**src/hdl/mrpt_pkg.sv**
```systemverilog
// shared types and constants for the motor ramp position tracker
`timescale 1ns / 1ps

package mrpt_pkg;

    typedef enum logic [2:0] {
        MODE_RAMP_TICK = 3'd0,
        MODE_POS_TICK  = 3'd1,
        MODE_FORWARD   = 3'd2,
        MODE_BACK      = 3'd3,
        MODE_STOP      = 3'd4,
        MODE_SET_SPEED = 3'd5,
        MODE_SAVE_ZERO = 3'd6,
        MODE_SAVE_NINE = 3'd7
    } t_mode;

    typedef enum logic [2:0] {
        MOT_STOP = 3'b001,
        MOT_FWD  = 3'b010,
        MOT_BACK = 3'b100
    } t_motion;

    typedef enum logic [2:0] {
        RAMP_STOP = 3'b001,
        RAMP_INC  = 3'b010,
        RAMP_DEC  = 3'b100
    } t_ramp;

    localparam logic [1:0] RUN_STOPPED = 2'd0;
    localparam logic [1:0] RUN_FORWARD = 2'd1;
    localparam logic [1:0] RUN_BACK    = 2'd2;

    localparam logic [1:0] CFG_RELAY_POLARITY = 2'd0;
    localparam logic [1:0] CFG_ACCEL_STEP     = 2'd1;
    localparam logic [1:0] CFG_DEGREE_SPEED   = 2'd2;

    typedef struct packed {
        logic [15:0]        pwm_compare;
        logic               relay_level;
        logic [1:0]         run_state;
        logic signed [31:0] relative_position;
        logic signed [31:0] travel_span;
        logic               zero_mark_valid;
        logic               ninety_mark_valid;
    } t_result;

    typedef struct packed {
        logic        we;
        logic [1:0]  index;
        logic [15:0] data;
    } t_cfg_wr;

endpackage

```
**src/hdl/mrpt_cmd_if.sv**
```systemverilog
// command beat channel: mode and speed value
`timescale 1ns / 1ps

interface mrpt_cmd_if;
    logic        valid;
    logic        ready;
    logic [2:0]  mode;
    logic [15:0] speed_value;

    modport source (output valid, output mode, output speed_value, input ready);
    modport sink (input valid, input mode, input speed_value, output ready);
endinterface

```
**src/hdl/mrpt_res_if.sv**
```systemverilog
// result beat channel: compare value, relay, state, position and span
`timescale 1ns / 1ps

interface mrpt_res_if;
    logic               valid;
    logic               ready;
    logic [15:0]        pwm_compare;
    logic               relay_level;
    logic [1:0]         run_state;
    logic signed [31:0] relative_position;
    logic signed [31:0] travel_span;
    logic               zero_mark_valid;
    logic               ninety_mark_valid;

    modport source (
        output valid, output pwm_compare, output relay_level, output run_state,
        output relative_position, output travel_span, output zero_mark_valid,
        output ninety_mark_valid, input ready
    );
    modport sink (
        input valid, input pwm_compare, input relay_level, input run_state,
        input relative_position, input travel_span, input zero_mark_valid,
        input ninety_mark_valid, output ready
    );
endinterface

```
**src/hdl/mrpt_cfg_if.sv**
```systemverilog
// configuration write channel: register index and data
`timescale 1ns / 1ps

interface mrpt_cfg_if;
    logic        valid;
    logic        ready;
    logic [1:0]  index;
    logic [15:0] data;

    modport source (output valid, output index, output data, input ready);
    modport sink (input valid, input index, input data, output ready);
endinterface

```
**src/hdl/mrpt_core.sv**
```systemverilog
// ramp, position and mark state with next-state and result logic
`timescale 1ns / 1ps

module mrpt_core #(
    parameter int unsigned TICK_PERIOD_MS = 100
) (
    input  logic              i_clk,
    input  logic              i_rst_n,
    input  logic              i_fire,
    input  logic [2:0]        i_mode,
    input  logic [15:0]       i_speed,
    input  mrpt_pkg::t_cfg_wr i_cfg,
    output mrpt_pkg::t_result o_result
);
    import mrpt_pkg::*;

    localparam logic [31:0] SPAN_SCALE = 32'(90 * (1000 / TICK_PERIOD_MS));

    logic        r_polarity;
    logic [15:0] r_accel;
    logic [14:0] r_deg;

    logic [15:0] r_cur, n_cur;
    logic [15:0] r_tgt, n_tgt;
    logic [31:0] r_pos, n_pos;
    logic [31:0] r_zmark, n_zmark;
    logic [31:0] r_nmark, n_nmark;
    logic        r_zsaved, n_zsaved;
    logic        r_nsaved, n_nsaved;
    t_motion     r_motion, n_motion;
    logic        r_armed, n_armed;
    t_ramp       r_kind, n_kind;
    logic        r_counting, n_counting;
    logic        r_count_back, n_count_back;
    logic        r_relay, n_relay;

    logic [15:0] ss_cur;
    logic        ss_arm;
    t_ramp       ss_kind;
    logic [31:0] span_est;
    logic [31:0] span_now;
    logic [31:0] rel_now;
    logic [1:0]  run_code;

    assign span_est = SPAN_SCALE * {17'd0, r_deg};

    // speed command toward i_speed with one step applied
    always_comb begin
        logic [16:0] sum;
        sum     = '0;
        ss_cur  = r_cur;
        ss_arm  = 1'b0;
        ss_kind = r_kind;
        if (ss_cur != i_speed) begin
            if (ss_cur > i_speed) begin
                ss_cur = (ss_cur > r_accel) ? ss_cur - r_accel : i_speed;
                if (ss_cur != i_speed) begin
                    ss_arm  = 1'b1;
                    ss_kind = RAMP_DEC;
                end
            end
            if (ss_cur < i_speed) begin
                sum    = {1'b0, ss_cur} + {1'b0, r_accel};
                ss_cur = (sum < {1'b0, i_speed}) ? sum[15:0] : i_speed;
                if (ss_cur != i_speed) begin
                    ss_arm  = 1'b1;
                    ss_kind = RAMP_INC;
                end
            end
        end
    end

    always_comb begin
        logic [16:0] sum;
        logic [15:0] dif;
        logic        do_widen;
        sum          = '0;
        dif          = '0;
        do_widen     = 1'b0;
        n_cur        = r_cur;
        n_tgt        = r_tgt;
        n_pos        = r_pos;
        n_zmark      = r_zmark;
        n_nmark      = r_nmark;
        n_zsaved     = r_zsaved;
        n_nsaved     = r_nsaved;
        n_motion     = r_motion;
        n_armed      = r_armed;
        n_kind       = r_kind;
        n_counting   = r_counting;
        n_count_back = r_count_back;
        n_relay      = r_relay;
        unique case (t_mode'(i_mode))
            MODE_RAMP_TICK: begin
                if (r_armed) begin
                    n_armed = 1'b0;
                    case (r_kind)
                        RAMP_STOP: begin
                            n_cur = (r_cur > r_accel) ? r_cur - r_accel : 16'd0;
                            if (n_cur != 16'd0) begin
                                n_armed = 1'b1;
                            end else begin
                                n_counting = 1'b0;
                                do_widen   = 1'b1;
                            end
                        end
                        RAMP_INC: begin
                            sum     = {1'b0, r_cur} + {1'b0, r_accel};
                            n_cur   = (sum < {1'b0, r_tgt}) ? sum[15:0] : r_tgt;
                            n_armed = (n_cur != r_tgt);
                        end
                        RAMP_DEC: begin
                            if (r_cur > r_accel) begin
                                dif   = r_cur - r_accel;
                                n_cur = (dif > r_tgt) ? dif : r_tgt;
                            end else begin
                                n_cur = r_tgt;
                            end
                            n_armed = (n_cur != r_tgt);
                        end
                        default: n_armed = 1'b0;
                    endcase
                end
            end
            MODE_POS_TICK: begin
                if (r_counting) begin
                    n_pos    = r_count_back ? r_pos - {16'd0, r_cur} : r_pos + {16'd0, r_cur};
                    do_widen = 1'b1;
                end
            end
            MODE_FORWARD, MODE_BACK: begin
                n_motion     = (t_mode'(i_mode) == MODE_FORWARD) ? MOT_FWD : MOT_BACK;
                n_relay      = (t_mode'(i_mode) == MODE_FORWARD) ? r_polarity : ~r_polarity;
                n_tgt        = i_speed;
                n_cur        = ss_cur;
                if (ss_arm) begin
                    n_armed = 1'b1;
                    n_kind  = ss_kind;
                end
                n_counting   = 1'b1;
                n_count_back = (t_mode'(i_mode) == MODE_BACK);
            end
            MODE_STOP: begin
                n_relay  = ~r_polarity;
                n_motion = MOT_STOP;
                n_cur    = (r_cur > r_accel) ? r_cur - r_accel : 16'd0;
                if (n_cur != 16'd0) begin
                    n_armed = 1'b1;
                    n_kind  = RAMP_STOP;
                end else begin
                    n_armed    = 1'b0;
                    n_counting = 1'b0;
                    do_widen   = 1'b1;
                end
            end
            MODE_SET_SPEED: begin
                n_tgt = i_speed;
                if (r_motion != MOT_STOP) begin
                    n_cur = ss_cur;
                    if (ss_arm) begin
                        n_armed = 1'b1;
                        n_kind  = ss_kind;
                    end
                end
            end
            MODE_SAVE_ZERO: begin
                n_zsaved = 1'b1;
                n_zmark  = r_pos;
            end
            MODE_SAVE_NINE: begin
                n_nsaved = 1'b1;
                n_nmark  = r_pos;
            end
            default: ;
        endcase
        if (do_widen) begin
            if (n_nsaved && ($signed(n_pos) > $signed(n_nmark))) begin
                n_nmark = n_pos;
            end
            if (n_zsaved && ($signed(n_zmark) > $signed(n_pos))) begin
                n_zmark = n_pos;
            end
        end
    end

    // result from the state after this beat
    always_comb begin
        if (n_zsaved && n_nsaved && ($signed(n_nmark) > $signed(n_zmark))) begin
            span_now = n_nmark - n_zmark;
        end else begin
            span_now = span_est;
        end
        if (n_zsaved) begin
            rel_now = n_pos - n_zmark;
        end else if (n_nsaved) begin
            rel_now = span_now - (n_nmark - n_pos);
        end else begin
            rel_now = '1;
        end
        case (n_motion)
            MOT_FWD:  run_code = RUN_FORWARD;
            MOT_BACK: run_code = RUN_BACK;
            default:  run_code = RUN_STOPPED;
        endcase
    end

    assign o_result.pwm_compare       = n_cur;
    assign o_result.relay_level       = n_relay;
    assign o_result.run_state         = run_code;
    assign o_result.relative_position = $signed(rel_now);
    assign o_result.travel_span       = $signed(span_now);
    assign o_result.zero_mark_valid   = n_zsaved;
    assign o_result.ninety_mark_valid = n_nsaved;

    always_ff @(posedge i_clk) begin
        if (!i_rst_n) begin
            r_polarity <= 1'b0;
            r_accel    <= '0;
            r_deg      <= '0;
        end else if (i_cfg.we) begin
            unique case (i_cfg.index)
                CFG_RELAY_POLARITY: r_polarity <= i_cfg.data[0];
                CFG_ACCEL_STEP:     r_accel    <= i_cfg.data;
                CFG_DEGREE_SPEED:   r_deg      <= i_cfg.data[14:0];
                default: ;
            endcase
        end
    end

    always_ff @(posedge i_clk) begin
        if (!i_rst_n) begin
            r_cur        <= '0;
            r_tgt        <= '0;
            r_pos        <= '0;
            r_zmark      <= '0;
            r_nmark      <= '0;
            r_zsaved     <= 1'b0;
            r_nsaved     <= 1'b0;
            r_motion     <= MOT_STOP;
            r_armed      <= 1'b0;
            r_kind       <= RAMP_STOP;
            r_counting   <= 1'b0;
            r_count_back <= 1'b0;
            r_relay      <= 1'b1;
        end else if (i_fire) begin
            r_cur        <= n_cur;
            r_tgt        <= n_tgt;
            r_pos        <= n_pos;
            r_zmark      <= n_zmark;
            r_nmark      <= n_nmark;
            r_zsaved     <= n_zsaved;
            r_nsaved     <= n_nsaved;
            r_motion     <= n_motion;
            r_armed      <= n_armed;
            r_kind       <= n_kind;
            r_counting   <= n_counting;
            r_count_back <= n_count_back;
            r_relay      <= n_relay;
        end
    end

    a_stop_halts_motion: assert property (@(posedge i_clk) disable iff (!i_rst_n)
        i_fire && (t_mode'(i_mode) == MODE_STOP) |=> (r_motion == MOT_STOP) && !r_relay == r_polarity)
        else $error("stop beat did not stop motion");

    a_zero_mark_saved: assert property (@(posedge i_clk) disable iff (!i_rst_n)
        i_fire && (t_mode'(i_mode) == MODE_SAVE_ZERO) |=> r_zsaved && (r_zmark == $past(r_pos)))
        else $error("zero mark not captured");

endmodule

```
**src/hdl/mrpt_obuf.sv**
```systemverilog
// two-entry result buffer: output register plus skid slot
`timescale 1ns / 1ps

module mrpt_obuf (
    input  logic              i_clk,
    input  logic              i_rst_n,
    input  logic              i_load,
    input  mrpt_pkg::t_result i_data,
    output logic              o_space,
    output logic              o_valid,
    output mrpt_pkg::t_result o_data,
    input  logic              i_take
);
    import mrpt_pkg::*;

    logic    r_main_v;
    logic    r_skid_v;
    t_result r_main;
    t_result r_skid;
    logic    take;

    assign take    = r_main_v && i_take;
    assign o_space = !r_skid_v;
    assign o_valid = r_main_v;
    assign o_data  = r_main;

    always_ff @(posedge i_clk) begin
        if (!i_rst_n) begin
            r_main_v <= 1'b0;
            r_skid_v <= 1'b0;
        end else if (r_skid_v) begin
            if (take) begin
                r_main_v <= 1'b1;
                r_skid_v <= 1'b0;
            end
        end else if (!r_main_v || take) begin
            r_main_v <= i_load;
        end else if (i_load) begin
            r_skid_v <= 1'b1;
        end
    end

    always_ff @(posedge i_clk) begin
        if (r_skid_v) begin
            if (take) begin
                r_main <= r_skid;
            end
        end else if (!r_main_v || take) begin
            if (i_load) begin
                r_main <= i_data;
            end
        end else if (i_load) begin
            r_skid <= i_data;
        end
    end

    a_skid_behind_main: assert property (@(posedge i_clk) disable iff (!i_rst_n)
        r_skid_v |-> r_main_v)
        else $error("skid slot holds a beat ahead of the output register");

    a_no_load_when_full: assert property (@(posedge i_clk) disable iff (!i_rst_n)
        r_skid_v |-> !i_load)
        else $error("beat loaded while both slots are full");

endmodule

```
**src/hdl/motor_ramp_position_tracker.sv**
```systemverilog
// a result is registered when its command beat is accepted, in the skid slot while the output register is held
// throughput: one command beat per cycle; ready drops only while two results wait
// the result path is a two-entry buffer, so a stalled sink costs one held beat
// reset: synchronous active-low; speed, position, marks and config clear to zero
// after reset the block is stopped, not counting, relay at the inverse of polarity
`timescale 1ns / 1ps

module motor_ramp_position_tracker #(
    parameter int unsigned TICK_PERIOD_MS = 100
) (
    input  logic    i_clk,
    input  logic    i_rst_n,
    mrpt_cmd_if.sink   i_cmd,
    mrpt_cfg_if.sink   i_cfg,
    mrpt_res_if.source o_res
);
    import mrpt_pkg::*;

    logic    cmd_fire;
    logic    buf_space;
    t_cfg_wr cfg_wr;
    t_result core_res;
    t_result out_res;

    assign i_cmd.ready = buf_space;
    assign cmd_fire    = i_cmd.valid && buf_space;

    assign i_cfg.ready  = 1'b1;
    assign cfg_wr.we    = i_cfg.valid;
    assign cfg_wr.index = i_cfg.index;
    assign cfg_wr.data  = i_cfg.data;

    mrpt_core #(
        .TICK_PERIOD_MS(TICK_PERIOD_MS)
    ) u_core (
        .i_clk    (i_clk),
        .i_rst_n  (i_rst_n),
        .i_fire   (cmd_fire),
        .i_mode   (i_cmd.mode),
        .i_speed  (i_cmd.speed_value),
        .i_cfg    (cfg_wr),
        .o_result (core_res)
    );

    mrpt_obuf u_obuf (
        .i_clk   (i_clk),
        .i_rst_n (i_rst_n),
        .i_load  (cmd_fire),
        .i_data  (core_res),
        .o_space (buf_space),
        .o_valid (o_res.valid),
        .o_data  (out_res),
        .i_take  (o_res.ready)
    );

    assign o_res.pwm_compare       = out_res.pwm_compare;
    assign o_res.relay_level       = out_res.relay_level;
    assign o_res.run_state         = out_res.run_state;
    assign o_res.relative_position = out_res.relative_position;
    assign o_res.travel_span       = out_res.travel_span;
    assign o_res.zero_mark_valid   = out_res.zero_mark_valid;
    assign o_res.ninety_mark_valid = out_res.ninety_mark_valid;

endmodule
```
**src/flat_wrapper.sv**
```systemverilog
// flat-port wrapper written by rule: the top's interface ports become plain ports
module motor_ramp_position_tracker_flat import mrpt_pkg::*;
#(
    parameter int unsigned TICK_PERIOD_MS = 100
)
  (i_clk, i_rst_n, i_cmd_valid, i_cmd_mode, i_cmd_speed_value, i_cmd_ready, i_cfg_valid, i_cfg_index, i_cfg_data, i_cfg_ready, o_res_valid, o_res_pwm_compare, o_res_relay_level, o_res_run_state, o_res_relative_position, o_res_travel_span, o_res_zero_mark_valid, o_res_ninety_mark_valid, o_res_ready);
  mrpt_cmd_if i_cmd_i ();
  mrpt_cfg_if i_cfg_i ();
  mrpt_res_if o_res_i ();
  input  logic i_clk;
  input  logic i_rst_n;
  input wire logic [$bits(i_cmd_i.valid)-1:0] i_cmd_valid;
  input wire logic [$bits(i_cmd_i.mode)-1:0] i_cmd_mode;
  input wire logic [$bits(i_cmd_i.speed_value)-1:0] i_cmd_speed_value;
  output wire logic [$bits(i_cmd_i.ready)-1:0] i_cmd_ready;
  input wire logic [$bits(i_cfg_i.valid)-1:0] i_cfg_valid;
  input wire logic [$bits(i_cfg_i.index)-1:0] i_cfg_index;
  input wire logic [$bits(i_cfg_i.data)-1:0] i_cfg_data;
  output wire logic [$bits(i_cfg_i.ready)-1:0] i_cfg_ready;
  output wire logic [$bits(o_res_i.valid)-1:0] o_res_valid;
  output wire logic [$bits(o_res_i.pwm_compare)-1:0] o_res_pwm_compare;
  output wire logic [$bits(o_res_i.relay_level)-1:0] o_res_relay_level;
  output wire logic [$bits(o_res_i.run_state)-1:0] o_res_run_state;
  output wire logic [$bits(o_res_i.relative_position)-1:0] o_res_relative_position;
  output wire logic [$bits(o_res_i.travel_span)-1:0] o_res_travel_span;
  output wire logic [$bits(o_res_i.zero_mark_valid)-1:0] o_res_zero_mark_valid;
  output wire logic [$bits(o_res_i.ninety_mark_valid)-1:0] o_res_ninety_mark_valid;
  input wire logic [$bits(o_res_i.ready)-1:0] o_res_ready;
  assign i_cmd_i.valid = i_cmd_valid;
  assign i_cmd_i.mode = i_cmd_mode;
  assign i_cmd_i.speed_value = i_cmd_speed_value;
  assign i_cmd_ready = i_cmd_i.ready;
  assign i_cfg_i.valid = i_cfg_valid;
  assign i_cfg_i.index = i_cfg_index;
  assign i_cfg_i.data = i_cfg_data;
  assign i_cfg_ready = i_cfg_i.ready;
  assign o_res_valid = o_res_i.valid;
  assign o_res_pwm_compare = o_res_i.pwm_compare;
  assign o_res_relay_level = o_res_i.relay_level;
  assign o_res_run_state = o_res_i.run_state;
  assign o_res_relative_position = o_res_i.relative_position;
  assign o_res_travel_span = o_res_i.travel_span;
  assign o_res_zero_mark_valid = o_res_i.zero_mark_valid;
  assign o_res_ninety_mark_valid = o_res_i.ninety_mark_valid;
  assign o_res_i.ready = o_res_ready;
  motor_ramp_position_tracker #(.TICK_PERIOD_MS(TICK_PERIOD_MS)) u_core (.i_clk(i_clk), .i_rst_n(i_rst_n), .i_cmd(i_cmd_i), .i_cfg(i_cfg_i), .o_res(o_res_i));
endmodule
```
**config.mk**
```make
export PLATFORM = sky130hd
export DESIGN_NAME = motor_ramp_position_tracker_flat
export DESIGN_NICKNAME = d
export VERILOG_FILES = /design/src/hdl/mrpt_pkg.sv /design/src/hdl/mrpt_cmd_if.sv /design/src/hdl/mrpt_res_if.sv /design/src/hdl/mrpt_cfg_if.sv /design/src/hdl/mrpt_core.sv /design/src/hdl/mrpt_obuf.sv /design/src/hdl/motor_ramp_position_tracker.sv /design/src/flat_wrapper.sv
export SDC_FILE = /design/constraint.sdc
export NUM_CORES = 2
export LEC_CHECK = 0
export ABC_AREA = 1
export BUFFER_PORTS_ARGS = -buffer_cell sky130_fd_sc_hd__clkbuf_2
export CAP_MARGIN = 20
export CORE_UTILIZATION = 40
export CTS_CLUSTER_DIAMETER = 200
export DETAILED_ROUTE_END_ITERATION = 8
export PLACE_DENSITY = 0.56
export RECOVER_POWER = 100
export SLEW_MARGIN = 20
export SYNTH_ARGS = -nofsm -noshare
export SYNTH_HDL_FRONTEND = slang
export SYNTH_HIERARCHICAL = 1
export SYNTH_SLANG_ARGS = --single-unit
```
**constraint.sdc**
```tcl
create_clock -name i_clk -period 11.1 [get_ports i_clk]
set_clock_uncertainty 0.05 [all_clocks]
set_input_delay 1.665 -clock i_clk [delete_from_list [all_inputs] [get_ports i_clk]]
set_output_delay 1.665 -clock i_clk [all_outputs]
set_load 0.02 [all_outputs]
```
==> flow_metrics.py <==
metrics = {
    "outcome": {
        "status": "finished, violations left",
        "violations": "DRC, setup timing",
    },
    "yosys": {
        "synth-edff-count": 170,
        "synthCells": 4655,
        "synth_area_sq_um": 32710,
        "ys.flop_type": "dfxtp_1",
        "yosysTopAreaCell": "edfxtp_1",
        "synth_top_area_share_pct": 15.61,
        "yosysWarnings": 6,
        "ys_ff_latch": 344,
        "async_reset_ff_share_pct": 0,
        "synthTopCellsByArea": "edfxtp_1 16%, ha_1 14%, nand2_1 13%",
        "syn_nets": 5126,
        "synth.most_common_cell": "nand2_1",
        "synth_cell_types": 60,
        "syn_area_per_cell_sq_um": 7.027,
        "ys_top_cells_by_count": "1114 x nand2_1, 659 x inv_1, 528 x o21ai_0, 447 x a21oi_1, 374 x ha_1",
        "ys_seq_area_share_pct": 26.26,
    },
    "place": {
        "io_buffer_count": 128,
        "pre_cts_ws_ns": -1.363,
        "place.gp.congestion": 1.023,
        "place_hpwl_mm": 114.8,
    },
    "critical_path": {
        "slowest_delay_ns": 0.62,
        "cp_top_family": "buffers and inverters",
        "worst-endpoint-arrival_ns": 11.95,
        "crit_required_ns": 11.40,
        "startpoint_type": "flip-flop",
        "cp_max_fo": 7,
        "worstSetupPathType": "flip-flop to flip-flop",
        "worst_path_max_delay_cell": "fa_2",
        "end_kind": "flip-flop",
        "cp_common_cell": "buf_4",
        "crit_buf_inv": 29,
    },
    "grt": {
        "antenna_found_initial": 6,
        "grt.overflow.total": 0,
        "groute.usage.overall_pct": 34.20,
        "grt_pass1_vias": 33820,
        "grt_pass1_wl_mm": 212.5,
        "grt_max_degree": 93,
    },
    "power_and_ir_drop": {
        "cellPowerDensity_nw_per_um2": 165.2,
        "leakagePower_nw": 22.43,
        "irDropWorstVdd_mv": 0.1029,
    },
    "finish": {
        "final_layout_size_suffix_gt1_share_pct": 26.85,
        "syn_to_final_growth_pct": 36.13,
        "fin_nets": 6057,
        "fillCellCount": 7899,
    },
    "die": {
        "start_util_pct": 40.54,
        "die_x_microns": 288.0,
        "dieArea_sq_um": 82920,
        "chipHeight_microns": 288.0,
        "io_pins": 130,
        "num_rows": 104,
        "core_sq_um": 80680,
    },
    "route": {
        "wire_per_inst_microns": 21.55,
        "viasPerCell": 5.397,
        "drtIter0Drc": 3714,
        "drt-total-wl_mm": 144.0,
        "drtAntennaViolNets": 0,
        "drt-pass1-iter-count": 9,
        "vias": 36060,
        "drc": 40,
    },
    "clock_network": {
        "cts.clk_slew.worst_paths_ns": 0.06,
        "cts_buffers": 43,
        "cts_hold_buffers": 0,
        "cts-htree-levels": 2,
        "cts_tree": "done",
        "root_buffer": "clkbuf_16",
        "clock_latency_ns": 0.61,
        "clock_sinks": 344,
        "clk_path_buf_depth": 3,
    },
    "sta": {
        "max_freq_mhz": 85.90,
        "hold_viol_final": 0,
        "whs_ns": 0.4293,
        "rsz0062_at_grt": "true",
        "slew_violations": 0,
        "finalCritPeriodShare_pct": 104.9,
        "tightest_slew_ns": 1.032,
        "final-setup-viol-count": 34,
        "finalSetupTns_ns": -10.55,
        "fin_crit_ns": 11.64,
        "setup_ws_ns": -0.5413,
        "slew-limit-headroom_pct": 31.21,
    },
    "min_path": {
        "hold_class": "flip-flop to flip-flop",
    },
    "job": {
        "max-cap-violations": 0,
    },
}
-- cell families after synthesis --
| logic type | after synthesis | synth area share [%] |
|---|---|---|
| XOR/XNOR | 170 | 4.552 |
| buffers and inverters | 837 | 10.02 |
| other | 1 | 0.01146 |
| multiplexers | 4 | 0.1224 |
| flip-flops | 344 | 26.26 |
| AO/OA/AOI/OAI | 1203 | 20.24 |
| AND/OR/NAND/NOR | 1667 | 21.13 |
| adder cells (fa/ha/maj) | 429 | 17.67 |
-- timing repair --
action	CTS	global route
endpoints found under the setup margin	45	49
gates resized for setup	392	97
endpoints found under the hold margin	0	0
pin swaps	123	101
buffers inserted	108	30
gates cloned	7	1
-- sequential cells by signal, indices dropped and copies added (netlist names) --
name / flops
u_core/u_core/r_deg: 15
u_core/u_core/r_kind: 3
u_core/u_obuf/o_data: 85
u_core/u_core/r_zsaved: 1
u_core/u_obuf/r_skid_v: 1
u_core/u_core/r_zmark: 32
u_core/u_core/r_cur: 16
u_core/u_core/r_nsaved: 1
u_core/u_obuf/r_skid: 85
u_core/u_core/r_pos: 32
u_core/u_core/r_tgt: 16
u_core/u_obuf/o_valid: 1
u_core/u_core/r_accel: 16
u_core/u_core/r_armed: 1
u_core/u_core/r_counting: 1
u_core/u_core/r_polarity: 1
u_core/u_core/r_count_back: 1
u_core/u_core/r_motion: 3
u_core/u_core/r_relay: 1
u_core/u_core/r_nmark: 32
-- through the flow --
step	util (%)	std cells	instance area [sq um]	power (W)
final	55.19	6682	44530	0.007356
after global routing	55.19	6682	44530	0.007769
after CTS	54.45	6650	43930	0.007125
after detailed placement	49.69	6457	40090	0.005291
after global placement	49.69	6457	40090	0.005280
after floorplan	-	4655	32920	0.003596
-- worst min-delay path: cells and delay by family, from the launching register on --
| family | cells | cell delay [ns] |
|---|---|---|
| flip-flops | 1 | 0.32 |
| buffers and inverters | 1 | 0.05 |
| AO/OA/AOI/OAI | 1 | 0.08 |
-- placed cells by master, fill, tap and decap left out, types with 44 or more instances in the layout --
cell type     n
nand2_1    1049
buf_4       867
inv_1       615
o21ai_0     440
a21oi_1     411
ha_1        337
nor2_1      204
dfxtp_1     171
edfxtp_1    170
xor2_1      134
clkbuf_2    125
nand3_1     124
nand2_2      61
o211ai_1     55
fa_1         53
o21ai_2      51
inv_2        48
o21ai_1      45
clkbuf_16    44
-- final timing paths --
check	from	end	slack, ns	depth (start not counted)
hold reg to reg	u_core/u_core/r_zmark[24]	u_core/u_core/r_zmark[24]	0.43	2
setup / recovery	u_core/u_core/r_cur[2]	u_core/u_obuf/o_data[40]	-0.54	81
hold / removal	u_core/u_core/r_zmark[24]	u_core/u_core/r_zmark[24]	0.43	2
setup reg to reg	u_core/u_core/r_cur[2]	u_core/u_obuf/o_data[40]	-0.54	81
-- power breakdown --
| group | internal, W | switching, W | leakage [nW] |
|---|---|---|---|
| registers | 0.00148 | 0.0000662 | 3.00 |
| logic | 0.00179 | 0.00256 | 18.7 |
| clock network | 0.000843 | 0.000618 | 0.689 |
-- cell type report --
| cell class | instances | area [sq um] | share of cell area (%) |
|---|---|---|---|
| antenna | 1 | 2.502 | 0.005620 |
| clock buffer | 58 | 1172 | 2.633 |
| clock inverter | 22 | 269.0 | 0.6041 |
| inverter | 674 | 2562 | 5.755 |
| multi-input combinational | 3474 | 22560 | 50.66 |
| sequential | 344 | 8597 | 19.31 |
| tap | 1060 | 1326 | 2.979 |
| timing repair buffer | 1049 | 8039 | 18.05 |
-- routing by layer --
metal	share of wire [%]	track usage (%)
met1	47	51.36
met2	40	49.43
met3	10	7.005
met4	2.5	7.725
met5	0.019	0
(Power assumes the default switching activity.)
